[config.mk]
export PLATFORM = sky130hd
export DESIGN_NAME = im2col_patch_address_generator_core
export DESIGN_NICKNAME = d
export VERILOG_FILES = /design/src/rtl/im2col_ag_pkg.sv /design/src/rtl/im2col_patch_address_generator_core.sv /design/src/rtl/im2col_ag_regs.sv /design/src/rtl/im2col_ag_ctrl.sv /design/src/rtl/im2col_ag_dp.sv
export SDC_FILE = /design/constraint.sdc
export NUM_CORES = 2
export LEC_CHECK = 0
export ABC_AREA = 0
export BUFFER_PORTS_ARGS = -buffer_cell sky130_fd_sc_hd__buf_2
export CAP_MARGIN = 30
export CORE_MARGIN = 2
export CORE_UTILIZATION = 31
export DETAILED_ROUTE_END_ITERATION = 10
export MAX_ROUTING_LAYER = met4
export PLACE_DENSITY_LB_ADDON = 0.05
export SYNTH_ARGS = -nofsm -noshare
export SYNTH_HDL_FRONTEND = slang
export SYNTH_HIERARCHICAL = 1
export SYNTH_SLANG_ARGS = --single-unit
[constraint.sdc]
create_clock -name clk -period 9.4 [get_ports clk]
set_input_delay 0.94 -clock clk [delete_from_list [all_inputs] [get_ports clk]]
set_output_delay 0.94 -clock clk [all_outputs]
set_load 0.03 [all_outputs]
[src/rtl/im2col_ag_pkg.sv]
// Shared types, register codes and size constants of the im2col address generator.
package im2col_ag_pkg;

  // Defaults for the top-level size parameters
  localparam int TILE_ROW_MAX_DEF = 2;
  localparam int DIM_MAX_DEF      = 1024;
  localparam int KERNEL_MAX_DEF   = 15;

  // Fixed field widths
  localparam int REG_W      = 11;
  localparam int REG_IDX_W  = 3;
  localparam int ADDR_W     = 30;
  localparam int ROW_W      = 10;
  localparam int ROWCNT_W   = 2;
  localparam int KREG_W     = 4;
  localparam int PAIR_W     = 8;
  localparam int NIB_W      = 4;
  localparam int STRIDE_MAX = 15;

  // Configuration register indexes
  localparam logic [REG_IDX_W-1:0] REG_CHANNEL_COUNT = 3'd0;
  localparam logic [REG_IDX_W-1:0] REG_IN_HEIGHT     = 3'd1;
  localparam logic [REG_IDX_W-1:0] REG_IN_WIDTH      = 3'd2;
  localparam logic [REG_IDX_W-1:0] REG_KERNEL_HEIGHT = 3'd3;
  localparam logic [REG_IDX_W-1:0] REG_KERNEL_WIDTH  = 3'd4;
  localparam logic [REG_IDX_W-1:0] REG_STRIDE_PAIR   = 3'd5;
  localparam logic [REG_IDX_W-1:0] REG_PAD_PAIR      = 3'd6;
  localparam logic [REG_IDX_W-1:0] REG_OUT_WIDTH     = 3'd7;

  // Request payload
  typedef struct packed {
    logic [ROW_W-1:0]    tile_first_row;
    logic [ROWCNT_W-1:0] tile_row_count;
  } in_t;

  // Result payload
  typedef struct packed {
    logic [ADDR_W-1:0] source_address;
    logic              is_padding;
    logic [ADDR_W-1:0] dest_address;
    logic              last_in_patch;
    logic              last_in_tile;
  } out_t;

  // Configuration register file contents
  typedef struct packed {
    logic [REG_W-1:0]  channel_count;
    logic [REG_W-1:0]  in_height;
    logic [REG_W-1:0]  in_width;
    logic [KREG_W-1:0] kernel_height;
    logic [KREG_W-1:0] kernel_width;
    logic [PAIR_W-1:0] stride_pair;
    logic [PAIR_W-1:0] pad_pair;
    logic [REG_W-1:0]  out_width;
  } cfg_t;

  // Controller states
  typedef enum logic [1:0] {
    ST_IDLE,
    ST_GEOM,
    ST_ADDR,
    ST_DONE
  } state_t;

  // Commands from controller to datapath
  typedef struct packed {
    logic start;
    logic geom;
    logic addr;
    logic retire;
  } cmd_t;

  // Status from datapath to controller
  typedef struct packed {
    logic out_free;
  } stat_t;

endpackage

[src/rtl/im2col_patch_address_generator_core.sv]
// Top level of the im2col patch address generator.
//
//   Channel   Direction  Handshake             Payload
//   in        request    in_valid / in_ready   in_data  (tile_first_row, tile_row_count)
//   out       result     out_valid / out_ready out_data (addresses, padding and last marks)
//   cfg       write      cfg_write             cfg_index, cfg_data
//
// Each request goes through capture, tap geometry with the channel plane multiply,
// the row scaling multiply, and the final add into the result register.
// The two dependent multiplications of the address path lie in separate steps.
// The result register lets a new request be taken while a result waits; a
// request finished while the previous result is still unclaimed waits in its last step.
// Reset is synchronous and active high; it clears the tile state and restores the
// register defaults.
module im2col_patch_address_generator_core #(
  parameter int TILE_ROW_MAX = im2col_ag_pkg::TILE_ROW_MAX_DEF,
  parameter int DIM_MAX      = im2col_ag_pkg::DIM_MAX_DEF,
  parameter int KERNEL_MAX   = im2col_ag_pkg::KERNEL_MAX_DEF
) (
  input  logic                                clk,
  input  logic                                rst,
  input  logic                                in_valid,
  output logic                                in_ready,
  input  im2col_ag_pkg::in_t                  in_data,
  output logic                                out_valid,
  input  logic                                out_ready,
  output im2col_ag_pkg::out_t                 out_data,
  input  logic                                cfg_write,
  input  logic [im2col_ag_pkg::REG_IDX_W-1:0] cfg_index,
  input  logic [im2col_ag_pkg::REG_W-1:0]     cfg_data
);
  import im2col_ag_pkg::*;

  cfg_t  cfg;
  cmd_t  cmd;
  stat_t stat;

  // Configuration registers
  im2col_ag_regs u_regs (
    .clk       (clk),
    .rst       (rst),
    .cfg_write (cfg_write),
    .cfg_index (cfg_index),
    .cfg_data  (cfg_data),
    .cfg       (cfg)
  );

  // Controller
  im2col_ag_ctrl u_ctrl (
    .clk      (clk),
    .rst      (rst),
    .in_valid (in_valid),
    .in_ready (in_ready),
    .stat     (stat),
    .cmd      (cmd)
  );

  // Datapath
  im2col_ag_dp #(
    .TILE_ROW_MAX (TILE_ROW_MAX),
    .DIM_MAX      (DIM_MAX),
    .KERNEL_MAX   (KERNEL_MAX)
  ) u_dp (
    .clk       (clk),
    .rst       (rst),
    .cfg       (cfg),
    .in_data   (in_data),
    .cmd       (cmd),
    .stat      (stat),
    .out_valid (out_valid),
    .out_ready (out_ready),
    .out_data  (out_data)
  );

endmodule

[src/rtl/im2col_ag_regs.sv]
// Configuration register file of the im2col address generator.
module im2col_ag_regs (
  input  logic                                clk,
  input  logic                                rst,
  input  logic                                cfg_write,
  input  logic [im2col_ag_pkg::REG_IDX_W-1:0] cfg_index,
  input  logic [im2col_ag_pkg::REG_W-1:0]     cfg_data,
  output im2col_ag_pkg::cfg_t                 cfg
);
  import im2col_ag_pkg::*;

  // Register writes; each register keeps the low bits of the write data
  always_ff @(posedge clk) begin
    if (rst) begin
      cfg.channel_count <= REG_W'(1);
      cfg.in_height     <= REG_W'(1);
      cfg.in_width      <= REG_W'(1);
      cfg.kernel_height <= KREG_W'(1);
      cfg.kernel_width  <= KREG_W'(1);
      cfg.stride_pair   <= PAIR_W'(17);
      cfg.pad_pair      <= '0;
      cfg.out_width     <= REG_W'(1);
    end else if (cfg_write) begin
      unique case (cfg_index)
        REG_CHANNEL_COUNT: cfg.channel_count <= cfg_data;
        REG_IN_HEIGHT:     cfg.in_height     <= cfg_data;
        REG_IN_WIDTH:      cfg.in_width      <= cfg_data;
        REG_KERNEL_HEIGHT: cfg.kernel_height <= cfg_data[KREG_W-1:0];
        REG_KERNEL_WIDTH:  cfg.kernel_width  <= cfg_data[KREG_W-1:0];
        REG_STRIDE_PAIR:   cfg.stride_pair   <= cfg_data[PAIR_W-1:0];
        REG_PAD_PAIR:      cfg.pad_pair      <= cfg_data[PAIR_W-1:0];
        REG_OUT_WIDTH:     cfg.out_width     <= cfg_data;
        default: ;
      endcase
    end
  end

endmodule

[src/rtl/im2col_ag_ctrl.sv]
// Sequencing state machine of the im2col address generator.
module im2col_ag_ctrl (
  input  logic                 clk,
  input  logic                 rst,
  input  logic                 in_valid,
  output logic                 in_ready,
  input  im2col_ag_pkg::stat_t stat,
  output im2col_ag_pkg::cmd_t  cmd
);
  import im2col_ag_pkg::*;

  state_t state, state_next;

  // State register
  always_ff @(posedge clk) begin
    if (rst) begin
      state <= ST_IDLE;
    end else begin
      state <= state_next;
    end
  end

  // Next state: take a request, work out its geometry and address, then retire it
  always_comb begin
    state_next = state;
    unique case (state)
      ST_IDLE: if (in_valid) state_next = ST_GEOM;
      ST_GEOM: state_next = ST_ADDR;
      ST_ADDR: state_next = ST_DONE;
      ST_DONE: if (stat.out_free) state_next = ST_IDLE;
      default: state_next = ST_IDLE;
    endcase
  end

  // Outputs decoded from the state
  always_comb begin
    in_ready   = 1'b0;
    cmd        = '0;
    unique case (state)
      ST_IDLE: begin
        in_ready  = 1'b1;
        cmd.start = in_valid;
      end
      ST_GEOM: cmd.geom = 1'b1;
      ST_ADDR: cmd.addr = 1'b1;
      ST_DONE: cmd.retire = stat.out_free;
      default: ;
    endcase
  end

  // Only one request is in flight at a time.
  a_one_request: assert property (@(posedge clk) disable iff (rst)
    in_valid && in_ready |=> !in_ready)
    else $error("second request taken while one is in flight");

endmodule

[src/rtl/im2col_ag_dp.sv]
// Counters, address arithmetic and result register of the im2col address generator.
module im2col_ag_dp #(
  parameter int TILE_ROW_MAX = im2col_ag_pkg::TILE_ROW_MAX_DEF,
  parameter int DIM_MAX      = im2col_ag_pkg::DIM_MAX_DEF,
  parameter int KERNEL_MAX   = im2col_ag_pkg::KERNEL_MAX_DEF
) (
  input  logic                 clk,
  input  logic                 rst,
  input  im2col_ag_pkg::cfg_t  cfg,
  input  im2col_ag_pkg::in_t   in_data,
  input  im2col_ag_pkg::cmd_t  cmd,
  output im2col_ag_pkg::stat_t stat,
  output logic                 out_valid,
  input  logic                 out_ready,
  output im2col_ag_pkg::out_t  out_data
);
  import im2col_ag_pkg::*;

  localparam int CW  = $clog2(DIM_MAX);
  localparam int NW  = CW + 1;
  localparam int KCW = (KERNEL_MAX > 1) ? $clog2(KERNEL_MAX) : 1;
  localparam int KNW = $clog2(KERNEL_MAX + 1);
  localparam int RW  = (TILE_ROW_MAX > 1) ? $clog2(TILE_ROW_MAX) : 1;
  localparam int PW  = ((CW > ROW_W) ? CW : ROW_W) + 7;
  localparam int CNW = CW + NW;
  localparam int MW  = CNW + NW;

  // A zero count acts as one, an oversized one as the maximum.
  function automatic int unsigned clamp_count(input int unsigned v, input int unsigned mx);
    int unsigned r;
    r = v;
    if (v == 0) r = 1;
    else if (v > mx) r = mx;
    return r;
  endfunction

  // Tile state and nested counters
  logic                tile_active;
  logic [ROW_W-1:0]    tile_base_row;
  logic [ROWCNT_W-1:0] row_total;
  logic [RW-1:0]       row_offset;
  logic [CW-1:0]       column_counter;
  logic [CW-1:0]       channel_counter;
  logic [KCW-1:0]      kernel_row_counter;
  logic [KCW-1:0]      kernel_col_counter;
  logic [ADDR_W-1:0]   dest_counter;

  // Intermediate registers of the address path
  logic [NW-1:0]     h_idx;
  logic [NW-1:0]     w_idx;
  logic              pad_reg;
  logic [CNW-1:0]    cn_reg;
  logic [ADDR_W-1:0] prod_reg;

  // Effective sizes
  logic [NW-1:0]    nc, nh, nw, ow;
  logic [KNW-1:0]   kh, kw;
  logic [NIB_W-1:0] sh, sw, ph, pw;
  logic [ROWCNT_W-1:0] rows_start;

  always_comb begin
    nc = NW'(clamp_count(32'(cfg.channel_count), DIM_MAX));
    nh = NW'(clamp_count(32'(cfg.in_height), DIM_MAX));
    nw = NW'(clamp_count(32'(cfg.in_width), DIM_MAX));
    ow = NW'(clamp_count(32'(cfg.out_width), DIM_MAX));
    kh = KNW'(clamp_count(32'(cfg.kernel_height), KERNEL_MAX));
    kw = KNW'(clamp_count(32'(cfg.kernel_width), KERNEL_MAX));
    sh = NIB_W'(clamp_count(32'(cfg.stride_pair[PAIR_W-1:NIB_W]), STRIDE_MAX));
    sw = NIB_W'(clamp_count(32'(cfg.stride_pair[NIB_W-1:0]), STRIDE_MAX));
    ph = cfg.pad_pair[PAIR_W-1:NIB_W];
    pw = cfg.pad_pair[NIB_W-1:0];
    rows_start = ROWCNT_W'(clamp_count(32'(in_data.tile_row_count), TILE_ROW_MAX));
  end

  // Tap position in the image, signed so that padding shows as out of range
  logic [ROW_W:0]        row_abs;
  logic signed [PW-1:0]  h_c, w_c;
  logic                  pad_c;

  always_comb begin
    row_abs = (ROW_W+1)'(tile_base_row) + (ROW_W+1)'(row_offset);
    h_c = $signed(PW'(row_abs) * PW'(sh)) + $signed(PW'(kernel_row_counter))
        - $signed(PW'(ph));
    w_c = $signed(PW'(column_counter) * PW'(sw)) + $signed(PW'(kernel_col_counter))
        - $signed(PW'(pw));
    pad_c = (h_c < 0) || (w_c < 0) || (h_c >= $signed(PW'(nh)))
         || (w_c >= $signed(PW'(nw)));
  end

  // Ends of each counter's range; a counter past a new bound counts as at its end
  logic end_kw, end_kh, end_c, end_col, end_row, end_patch, end_tile;

  always_comb begin
    end_kw    = int'(kernel_col_counter) + 1 >= int'(kw);
    end_kh    = int'(kernel_row_counter) + 1 >= int'(kh);
    end_c     = int'(channel_counter) + 1 >= int'(nc);
    end_col   = int'(column_counter) + 1 >= int'(ow);
    end_row   = int'(row_offset) + 1 >= int'(row_total);
    end_patch = end_kw && end_kh && end_c;
    end_tile  = end_patch && end_col && end_row;
  end

  // Address path: geometry and channel plane offset, then row scaling
  always_ff @(posedge clk) begin
    if (cmd.geom) begin
      h_idx   <= h_c[NW-1:0];
      w_idx   <= w_c[NW-1:0];
      pad_reg <= pad_c;
      cn_reg  <= CNW'(channel_counter) * CNW'(nh);
    end
    if (cmd.addr) begin
      prod_reg <= ADDR_W'(MW'(cn_reg + CNW'(h_idx)) * MW'(nw));
    end
  end

  // Tile start and counter advance
  always_ff @(posedge clk) begin
    if (rst) begin
      tile_active        <= 1'b0;
      tile_base_row      <= '0;
      row_total          <= '0;
      row_offset         <= '0;
      column_counter     <= '0;
      channel_counter    <= '0;
      kernel_row_counter <= '0;
      kernel_col_counter <= '0;
      dest_counter       <= '0;
    end else if (cmd.start && !tile_active) begin
      tile_active        <= 1'b1;
      tile_base_row      <= in_data.tile_first_row;
      row_total          <= rows_start;
      row_offset         <= '0;
      column_counter     <= '0;
      channel_counter    <= '0;
      kernel_row_counter <= '0;
      kernel_col_counter <= '0;
      dest_counter       <= '0;
    end else if (cmd.retire) begin
      dest_counter <= dest_counter + ADDR_W'(1);
      if (!end_kw) begin
        kernel_col_counter <= kernel_col_counter + KCW'(1);
      end else begin
        kernel_col_counter <= '0;
        if (!end_kh) begin
          kernel_row_counter <= kernel_row_counter + KCW'(1);
        end else begin
          kernel_row_counter <= '0;
          if (!end_c) begin
            channel_counter <= channel_counter + CW'(1);
          end else begin
            channel_counter <= '0;
            if (!end_col) begin
              column_counter <= column_counter + CW'(1);
            end else begin
              column_counter <= '0;
              if (!end_row) begin
                row_offset <= row_offset + RW'(1);
              end else begin
                row_offset   <= '0;
                dest_counter <= '0;
                tile_active  <= 1'b0;
              end
            end
          end
        end
      end
    end
  end

  // Result register: holds one result until it is taken
  always_ff @(posedge clk) begin
    if (rst) begin
      out_valid <= 1'b0;
    end else if (cmd.retire) begin
      out_valid <= 1'b1;
    end else if (out_ready) begin
      out_valid <= 1'b0;
    end
  end

  always_ff @(posedge clk) begin
    if (cmd.retire) begin
      out_data.source_address <= pad_reg ? '0 : prod_reg + ADDR_W'(w_idx);
      out_data.is_padding     <= pad_reg;
      out_data.dest_address   <= dest_counter;
      out_data.last_in_patch  <= end_patch;
      out_data.last_in_tile   <= end_tile;
    end
  end

  assign stat.out_free = !out_valid || out_ready;

  // A padding tap never carries an image address.
  a_pad_zero: assert property (@(posedge clk) disable iff (rst)
    out_valid |-> (!out_data.is_padding || out_data.source_address == '0))
    else $error("padding result with a non-zero source address");

  // The end of a tile is always the end of a patch.
  a_tile_ends_patch: assert property (@(posedge clk) disable iff (rst)
    out_valid && out_data.last_in_tile |-> out_data.last_in_patch)
    else $error("tile ended in the middle of a patch");

  // Retiring the last tap closes the tile.
  a_tile_close: assert property (@(posedge clk) disable iff (rst)
    cmd.retire && end_tile |=> !tile_active)
    else $error("tile still active after its last tap");

  // A waiting result is never overwritten.
  a_no_overwrite: assert property (@(posedge clk) disable iff (rst)
    out_valid && !out_ready |-> !cmd.retire)
    else $error("result overwritten before it was taken");

endmodule

==> flow_metrics.py <==
metrics = {
    "global_route": {
        "grt_first_pass_wirelength_mm": 118,
        "grt_pass1_vias": 21443,
        "gr-total-overflow": 0,
        "antenna_found_initial": 0,
        "grt_max_degree": 54,
        "grt_usage_pct": 16.5,
    },
    "floorplanning": {
        "die-area_um2": 92400,
        "die_width_um": 304,
        "initial_core_util_pct": 31.1,
        "num_io_pins": 96,
        "core-area_um2": 89600,
        "fp-row-count": 110,
        "die_h_um": 304,
    },
    "clock_tree": {
        "clock_sinks": 280,
        "clock_path_buffers": 3,
        "cts-root-buf": "clkbuf_16",
        "cts_setup_buffers": 0,
        "clk_latency_ns": 0.59,
        "cts_max_level": 2,
        "ctsHoldBuffers": 0,
        "ctsResizeCount": 0,
        "cts_tree": "built",
        "clk_pin_slew_ns": 0.06,
        "cts_buffers": 38,
    },
    "yosys": {
        "synth_cell_type_count": 80,
        "synth_area_um2": 27900,
        "synth_edf_count": 137,
        "synth-async-reset-ratio_pct": 0,
        "ys.flop_type": "dfxtp_1",
        "synth_seq_cells": 280,
        "syn_area_per_cell_um2": 9.26,
        "ys_seq_area_share_pct": 25.0,
        "syn_nets": 3620,
        "synthCells": 3013,
        "yosys_warnings": 6,
    },
    "power_and_ir_drop": {
        "p_leak_nw": 14.2,
        "vdd_drop_max_mv": 0.137,
        "p_per_area_nw_per_um2": 209,
    },
    "flow_run": {
        "cap_viol_max_count": 0,
    },
    "route": {
        "drtPass1Iterations": 8,
        "viasPerCell": 4.67,
        "drt_first_iter_violations": 831,
        "drc": 0,
        "drt_wl_total_mm": 72.9,
        "ant_nets": 0,
        "post_drt_wl_per_cell_um": 17.0,
        "vias": 19994,
    },
    "timing": {
        "finalHoldViolations": 0,
        "worst_pin_slew_ns": 0.975,
        "slew_violations": 0,
        "finalSetupViolations": 0,
        "setup_ws_ns": 1.59,
        "rsz0062_at_grt": "no",
        "fin_crit_ns": 7.81,
        "finalCritPeriodShare_pct": 83.1,
        "timing.slew.headroom_pct": 34.0,
        "timing.fmax_ghz": 0.128,
        "tns_ns": 0,
        "skew_ns": 0.0380,
    },
    "worst_setup_path": {
        "r2r_cells": 26,
        "cp.required_ns": 9.68,
        "r2r_start": "u_dp/h_idx[0]",
        "critPathLaunchType": "register",
        "reg2reg_to": "u_dp/prod_reg[29]",
        "cp-end-kind": "register",
        "critical_path_peak_fanout": 6,
        "r2r_setup_slack_ns": 1.59,
        "worstSetupPathType": "reg2reg",
        "critPathArrivalTime_ns": 8.09,
    },
    "cells_and_area": {
        "largest_reg_flops": 68,
        "reg.largest.list": "u_regs/cfg: 68 flops, u_dp/out_data: 63 flops",
        "layout-drive-gt1-share_pct": 7.37,
        "final_common_cell": "inv_1",
        "area_growth_pct": 11.7,
        "final_cell_mix": "447 x inv_1, 327 x nand2_1, 299 x fa_1, 276 x ha_1, 269 x nor2_1",
        "nFillCells": 9209,
        "nets": 3684,
        "n_antenna_cell": 0,
        "regMostFlops": "u_regs/cfg",
    },
    "placed_design": {
        "place_ws_ns": 1.62,
        "dp_hpwl_mm": 58.0,
        "place_congestion": 0.807,
        "port_buffers": 94,
    },
    "hold_path": {
        "min_path_cells": 0,
        "hold_end": "u_dp/out_data[31]",
        "hp-start": "u_dp/dest_counter[29]",
        "hp-class": "reg2reg",
    },
    "outcome": {
        "outcome": "completed",
    },
}
-- routing by layer --
metal	share of wire, %	GRT usage, %
met2	46	26.8
met4	2.4	4.32
met1	49	21.8
met5	0	-
met3	2.9	2.01
-- cells in the mapped netlist, types with 90 or more instances --
| cell | number | area share [%] |
|---|---|---|
| a21oi_1 | 101 | 1.8 |
| and2_1 | 93 | 2.1 |
| clkbuf_1 | 90 | 1.2 |
| dfxtp_1 | 143 | 10 |
| edfxtp_1 | 137 | 15 |
| fa_1 | 299 | 21 |
| ha_1 | 277 | 12 |
| inv_1 | 447 | 6.0 |
| nand2_1 | 327 | 4.4 |
| nand2b_1 | 100 | 2.2 |
| nor2_1 | 270 | 3.6 |
| xnor2_1 | 101 | 3.2 |
-- logic make-up (layout without fill, tap and decap cells) --
family | count (synthesis) | in the layout | synth area share [%]
and+or+nand+nor | 1030 | 1030 | 17.7
buffers and inverters | 560 | 654 | 7.64
DFF | 280 | 280 | 25.0
adders and majority gates | 576 | 576 | 33.9
muxes | 73 | 73 | 2.62
xor gates and xnor gates | 173 | 173 | 5.49
AOI/OAI and AO/OA | 321 | 321 | 7.65
-- area by class of cell --
cell class                 count  area, µm²  share of cell area (%)
multi-input combinational   2173      18800                    60.4
sequential                   280       6980                    22.4
inverter                     455       1710                    5.48
tap                         1176       1470                    4.72
clock buffer                  50       1110                    3.56
timing repair buffer         129        768                    2.47
clock inverter                20        312                    1.00
-- power by group --
group	switching (W)	internal [W]	total [W]
clock	0.000604	0.00101	0.00161
sequential	0.000104	0.00157	0.00167
combinational	0.00207	0.00115	0.00322
total	0.00278	0.00373	0.00651
-- critical path, cell delays in order, from the launching register on --
cell and delay [ns]:
edfxtp_1 0.38, ha_1 0.25, inv_1 0.08, fa_1 0.24
nor2b_1 0.07, o31a_1 0.30, o41ai_2 0.43, nand2_1 0.09
nand2_1 0.20, nor2_1 0.11, xnor2_1 0.77, nor2_1 0.17
fa_1 0.60, fa_1 0.44, fa_1 0.52, fa_1 0.54
inv_1 0.05, fa_1 0.53, inv_1 0.04, ha_1 0.34
nand2_1 0.10, or2_2 0.30, a221o_1 0.31, a21oi_1 0.22
a211o_1 0.19, o31a_1 0.14, xnor2_1 0.09
-- stage by stage --
stage          instances  total power [W]  hold slack, ns  util, %  instance area, µm²
6_report            4283          0.00651           0.459     34.8               31100
3_5_place_dp        4210          0.00495           0.446     33.1               29700
4_1_cts             4280          0.00662           0.458     34.7               31100
3_3_place_gp        4206          0.00491           0.444     33.1               29600
5_1_grt             4283          0.00706           0.470     34.8               31100
2_1_floorplan       3013          0.00401           0.429        -               27900
-- worst max-delay path by stage --
stage                        startpoint  cells past startpoint                end
final                     u_dp/h_idx[0]                     26  u_dp/prod_reg[29]
after global routing      u_dp/h_idx[0]                     29  u_dp/prod_reg[28]
after CTS                 u_dp/h_idx[0]                     26  u_dp/prod_reg[29]
after detailed placement  u_dp/h_idx[0]                     26  u_dp/prod_reg[29]
after global placement    u_dp/h_idx[0]                     26  u_dp/prod_reg[28]
after floorplan           u_dp/h_idx[0]                     28  u_dp/prod_reg[29]
Note: power is estimated with default switching activity, not from simulation.
